[config.mk]
export PLATFORM = sky130hd
export DESIGN_NAME = stvm_ctrl
export DESIGN_NICKNAME = d
export VERILOG_FILES = /design/src/sv/stvm_pkg.sv /design/src/sv/stvm_ctrl.sv
export SDC_FILE = /design/constraint.sdc
export NUM_CORES = 1
export LEC_CHECK = 0
export ABC_AREA = 1
export BUFFER_PORTS_ARGS = -buffer_cell sky130_fd_sc_hd__buf_2
export CORE_AREA = 2 2 39 41
export CTS_CLUSTER_SIZE = 24
export DETAILED_ROUTE_END_ITERATION = 12
export DIE_AREA = 0 0 41 43
export GPL_ROUTABILITY_DRIVEN = 0
export PLACE_DENSITY = 0.67
export SLEW_MARGIN = 10
export SYNTH_ARGS = -nofsm -noshare
export SYNTH_HDL_FRONTEND = slang
export SYNTH_SLANG_ARGS = --single-unit
[constraint.sdc]
create_clock -name i_clk -period 1.2 [get_ports i_clk]
set_input_delay 0.18 -clock i_clk [delete_from_list [all_inputs] [get_ports i_clk]]
set_output_delay 0.18 -clock i_clk [all_outputs]
set_load 0.01 [all_outputs]
[src/sv/stvm_pkg.sv]
package stvm_pkg;

    localparam int TABLE_LOG2  = 12;
    localparam int SLOT_COUNT  = 1 << TABLE_LOG2;
    localparam int FILL_LIMIT  = (SLOT_COUNT * 2) / 3;
    localparam int ADDR_W      = 64;
    localparam int HALF_W      = ADDR_W / 2;
    localparam int POS_W       = TABLE_LOG2;
    localparam int VAL_W       = TABLE_LOG2 + 1;
    localparam int GROUP_BITS  = 7;
    localparam int NB_MAX      = (VAL_W + GROUP_BITS - 1) / GROUP_BITS;
    localparam int PAD_W       = NB_MAX * GROUP_BITS;
    localparam int BYTE_IDX_W  = (NB_MAX > 1) ? $clog2(NB_MAX) : 1;
    localparam int ENTRY_W     = 1 + POS_W + ADDR_W;
    localparam logic [ADDR_W-1:0] FIB_FACTOR = 64'h9E37_79B9_7F4A_7C16;

    typedef enum logic [1:0] {
        STS_NEW     = 2'd0,
        STS_SEEN    = 2'd1,
        STS_FULL    = 2'd2,
        STS_CLEARED = 2'd3
    } t_status;

    typedef enum logic [1:0] {
        MUL_LL = 2'd0,
        MUL_LH = 2'd1,
        MUL_HL = 2'd2
    } t_mul_sel;

    typedef enum logic [3:0] {
        ST_INIT,
        ST_IDLE,
        ST_MUL0,
        ST_MUL1,
        ST_MUL2,
        ST_HASH,
        ST_READ,
        ST_CHECK,
        ST_CLEAR,
        ST_EMIT
    } t_state;

    typedef struct packed {
        logic     load;
        logic     mul_en;
        t_mul_sel mul_sel;
        logic     acc_init;
        logic     acc_add;
        logic     slot_home;
        logic     slot_next;
        logic     ent_write;
        logic     clr_write;
        logic     cnt_clr;
        logic     res_set;
        t_status  res_status;
        logic     res_use_pos;
        logic     out_load;
    } t_dp_cmd;

    typedef struct packed {
        logic present;
        logic match;
        logic full;
        logic probe_last;
        logic clr_last;
        logic out_free;
        logic byte_last;
    } t_dp_sts;

endpackage

[src/sv/stvm_ctrl.sv]
module stvm_ctrl (
    input  logic              i_clk,
    input  logic              i_rst_n,
    input  logic              i_s_tvalid,
    input  logic              i_s_mode,
    output logic              o_s_tready,
    input  stvm_pkg::t_dp_sts i_sts,
    output stvm_pkg::t_dp_cmd o_cmd
);

    stvm_pkg::t_state r_state;
    stvm_pkg::t_state n_state;

    always_ff @(posedge i_clk) begin
        if (!i_rst_n) begin
            r_state <= stvm_pkg::ST_INIT;
        end else begin
            r_state <= n_state;
        end
    end

    always_comb begin
        n_state    = r_state;
        o_cmd      = '0;
        o_s_tready = 1'b0;
        case (r_state)
            stvm_pkg::ST_INIT: begin
                o_cmd.clr_write = 1'b1;
                if (i_sts.clr_last) begin
                    n_state = stvm_pkg::ST_IDLE;
                end
            end
            stvm_pkg::ST_IDLE: begin
                o_s_tready = 1'b1;
                if (i_s_tvalid) begin
                    o_cmd.load = 1'b1;
                    if (i_s_mode) begin
                        o_cmd.cnt_clr = 1'b1;
                        n_state = stvm_pkg::ST_CLEAR;
                    end else begin
                        n_state = stvm_pkg::ST_MUL0;
                    end
                end
            end
            stvm_pkg::ST_MUL0: begin
                o_cmd.mul_en  = 1'b1;
                o_cmd.mul_sel = stvm_pkg::MUL_LL;
                n_state = stvm_pkg::ST_MUL1;
            end
            stvm_pkg::ST_MUL1: begin
                o_cmd.mul_en   = 1'b1;
                o_cmd.mul_sel  = stvm_pkg::MUL_LH;
                o_cmd.acc_init = 1'b1;
                n_state = stvm_pkg::ST_MUL2;
            end
            stvm_pkg::ST_MUL2: begin
                o_cmd.mul_en  = 1'b1;
                o_cmd.mul_sel = stvm_pkg::MUL_HL;
                o_cmd.acc_add = 1'b1;
                n_state = stvm_pkg::ST_HASH;
            end
            stvm_pkg::ST_HASH: begin
                o_cmd.slot_home = 1'b1;
                n_state = stvm_pkg::ST_READ;
            end
            stvm_pkg::ST_READ: begin
                n_state = stvm_pkg::ST_CHECK;
            end
            stvm_pkg::ST_CHECK: begin
                if (!i_sts.present) begin
                    o_cmd.res_set = 1'b1;
                    if (i_sts.full) begin
                        o_cmd.res_status = stvm_pkg::STS_FULL;
                    end else begin
                        o_cmd.ent_write  = 1'b1;
                        o_cmd.res_status = stvm_pkg::STS_NEW;
                    end
                    n_state = stvm_pkg::ST_EMIT;
                end else if (i_sts.match) begin
                    o_cmd.res_set     = 1'b1;
                    o_cmd.res_use_pos = 1'b1;
                    o_cmd.res_status  = stvm_pkg::STS_SEEN;
                    n_state = stvm_pkg::ST_EMIT;
                end else if (i_sts.probe_last) begin
                    o_cmd.res_set    = 1'b1;
                    o_cmd.res_status = stvm_pkg::STS_FULL;
                    n_state = stvm_pkg::ST_EMIT;
                end else begin
                    o_cmd.slot_next = 1'b1;
                    n_state = stvm_pkg::ST_READ;
                end
            end
            stvm_pkg::ST_CLEAR: begin
                o_cmd.clr_write = 1'b1;
                if (i_sts.clr_last) begin
                    o_cmd.res_set    = 1'b1;
                    o_cmd.res_status = stvm_pkg::STS_CLEARED;
                    n_state = stvm_pkg::ST_EMIT;
                end
            end
            stvm_pkg::ST_EMIT: begin
                if (i_sts.out_free) begin
                    o_cmd.out_load = 1'b1;
                    if (i_sts.byte_last) begin
                        n_state = stvm_pkg::ST_IDLE;
                    end
                end
            end
            default: begin
                n_state = stvm_pkg::ST_IDLE;
            end
        endcase
    end

    a_check_after_read: assert property (@(posedge i_clk) disable iff (!i_rst_n)
        (r_state == stvm_pkg::ST_CHECK) |-> ($past(r_state) == stvm_pkg::ST_READ))
        else $error("slot checked without a read");

endmodule

# After elaboration in Yosys (flattened, before gate mapping)
# Cells that the tools add are included.
# totals
input_bits	11
ff_bits	4
word_cells	56
out_inout_bits	17
# classes
muxes	38
reduce_logical	3
n_eq_ne	14
# ops
operator	count
case mux 4 bit (10 select lines)	1
two-way mux 4 bit	9
two-way mux 1 bit	20
equality test 4 x 3 -> 1 bit (second input constant)	4
two-way mux 3 bit	4
inequality test 2 bit (second input constant)	5
case mux 3 bit (3 select lines)	1
equality test 4 x 2 -> 1 bit (second input constant)	2
equality test 4 bit (second input constant)	2
case mux 3 bit (2 select lines)	1
AND reduction 5 bit	1
equality test 4 x 1 -> 1 bit (second input constant)	1
logical NOT 4 bit	1
two-way mux 2 bit	2
OR reduction 2 bit	1

# Logic depth before layout (Yosys ltp)
# depth
word_depth	4
mapped_depth	8
depth_no_buf	8

# Least setup slack after synthesis
# No wires, ideal clock.
# synth_timing
kind	register to output
start	register r_state[2]
end	output port o_cmd[5] in the netlist's numbering
path_buffers	0
path_slack_ns	-0.051
required_time_ns	1.020
path_stages_with_launch	6
arrival_time_ns	1.071
path_cell_list	dfxtp_1 -> inv_2 -> nand2_1 -> nor2_1 -> inv_1 -> nor3_1
# synth_rtl
element	line	rtl
from (decl)	stvm_ctrl.sv:11	stvm_pkg::t_state r_state;
from (signal assigned)	stvm_ctrl.sv:16	r_state <= stvm_pkg::ST_INIT;
from (signal assigned)	stvm_ctrl.sv:18	r_state <= n_state;
to (decl)	stvm_ctrl.sv:8	output stvm_pkg::t_dp_cmd o_cmd

==> out/metrics.csv <==
metric,value,unit
avgSynthCellArea,5.56,sq um
synth-seq-cells,4,
drt-initial-drc-count,7,
yosys.area.top_type,dfxtp_1,
skew,0.000979,ns
pin_count,28,
fin_nets,132,
numClockSinks,4,
p_leak,0.000508,uW
stdcell_count,135,
synth_common_cells,"nand2_1, nor2_1, inv_1, nand3_1",
tightest_slew,0.259,ns
post_drt_wl_per_cell,10.6,um
outcome,finished with violations,
largest_reg_flops,4,
start_util,33.4,%
fin_crit,1.35,ns
synthTopCellsByArea,"dfxtp_1, nand2_1, nor2_1",
rows,14,
endpoint_kind,primary output,
hold_path.class,input port to flip-flop,
post-route-drc-count,0,
fmax,0.739,GHz
yosys_warnings,0,
maxCapViolCount,0,
synthArstFlopShare,0,%
top_register,r_state,
via_count,620,
setup_ws,-0.154,ns
cts_tree,built,
cp-start-kind,flip-flop,
seq_area_frac_synth,17.3,%
syn_area,462,sq um
worstPathMaxFanout,5,
synth_cell_type_count,19,
slew_headroom,82.7,%
drv_slew,0,
drtAntennaViolNets,0,
track_usage,15.9,%
powerDensity,851,nW/um^2
syn2layout_area_growth,78.0,%
antenna_found_initial,0,
wl_met3,60,um
wl_met2,771,um
rsz0062_at_grt,yes,
io_buffer_count,27,
routed.top_layer,met4,
h-tree-depth,1,
cp_data_required_time,1.02,ns
dpl.hpwl,1.01,mm
drtPass1Iterations,4,
ir_drop,0.000500,V
die_w,41,um
gr-total-overflow,0,
criticalPathCategory,flip-flop to primary output,
hold_ws,0.186,ns
top_regs,r_state: 4 flops,
numCtsBuffers,3,
crit_path_start,r_state[2],
period_share,113,%
drive_gt1_share,61.3,%
failed_checks,negative setup slack,
synth_enable_flop_cells,0,
fp.dieArea,1760,sq um
crit_arrival,1.17,ns
root_buffer,clkbuf_4,
grt_max_degree,6,
grt_pass1_wl,1.92,mm
clkLatencyLatePin,0.23,ns
clockBufferDepth,2,
dp.cells,125,
postSynthCellCount,83,
met1_length,580,um
core-area,1380,sq um
synth_ff_type,dfxtp_1,
power.total,699,uW
hold_path.startpoint,i_rst_n,
finalSetupViolations,15,
routed_wl,1.43,mm
vias_per_cell,4.59,
synthesis.nets,94,
die_y,43,um
synth_top_area_share,17.3,%
grt_pass1_vias,549,
hold_viol,0,
path_clk_slew,0.04,ns
yosys.cell_count.top_type,nand2_1,
reg2reg_from,r_state[0],
diodes,0,
worst paths after layout:
path,cells after the start,slack [ns],endpoint
max,6,-0.15,o_cmd[5]
min,3,0.19,r_state[2]
max reg2reg,10,-0.02,r_state[1]
min reg2reg,4,0.60,r_state[3]
through the flow:
step	setup TNS [ns]	utilization (%)	worst slack (ns)	area (sq um)
floorplan	0	-	0.0173	467
global placement	-0.0105	44.4	-0.0105	614
detailed placement	-0.0779	44.4	-0.0418	614
CTS	-1.42	52.4	-0.176	724
global route	-2.66	59.4	-0.236	822
finish	-1.55	59.4	-0.154	822
routing by layer:
layer  track usage, %  vias up
met2             28.4       16
met4             8.67        0
met5                0        -
met3             3.14        2
met1             15.5      278
li1                 -      324
critical path, cell delays in order, from the launching register on:
cell and delay (ns):
dfxtp_4 0.36, inv_4 0.08, nand2_2 0.09, nor2_4 0.13, inv_2 0.05, nor3_2 0.09, buf_2 0.14
logic make-up after synthesis:
| family | count (synthesis) | share of synthesized area (%) |
|---|---|---|
| and+or+nand+nor | 59 | 63.4 |
| buffers and inverters | 17 | 15.4 |
| DFF | 4 | 17.3 |
| AOI/OAI and AO/OA | 3 | 3.79 |
what timing repair did:
item                                    in CTS  in global routing
endpoints found under the setup margin      16                 20
resized for setup                           23                 20
hold buffers                                 0                  0
buffers inserted                             4                  3
pin swaps                                    5                  7
report_power, final:
part	leakage [uW]	total (uW)	switching [uW]	internal [uW]
registers	0.0000356	184	33.8	150
clock network	0.0000138	163	51.5	112
logic	0.000458	352	198	155
total	0.000508	699	283	416
cells in the final DEF (no fill, tap or decap), types with 2 or more instances in the layout:
master and n:
buf_2 21, nand2_1 17, nor2_1 12, inv_1 9
buf_6 8, nor2_4 6, nand2_2 6, buf_4 6
nand3_1 5, nor2_2 4, dfxtp_4 4, inv_4 3
inv_2 3, nand3_2 3, clkbuf_4 3, o21ai_2 2
layout make-up:
| cell class | instances | area, sq um |
|---|---|---|
| clock buffers | 3 | 22.5 |
| fillers | 131 | 562 |
| repair buffers | 35 | 240 |
| well taps | 16 | 20.0 |
| inverters | 15 | 63.8 |
| multi-input cells | 62 | 380 |
| flip-flops and latches | 4 | 95.1 |
Power figures use the tool's default switching activity.
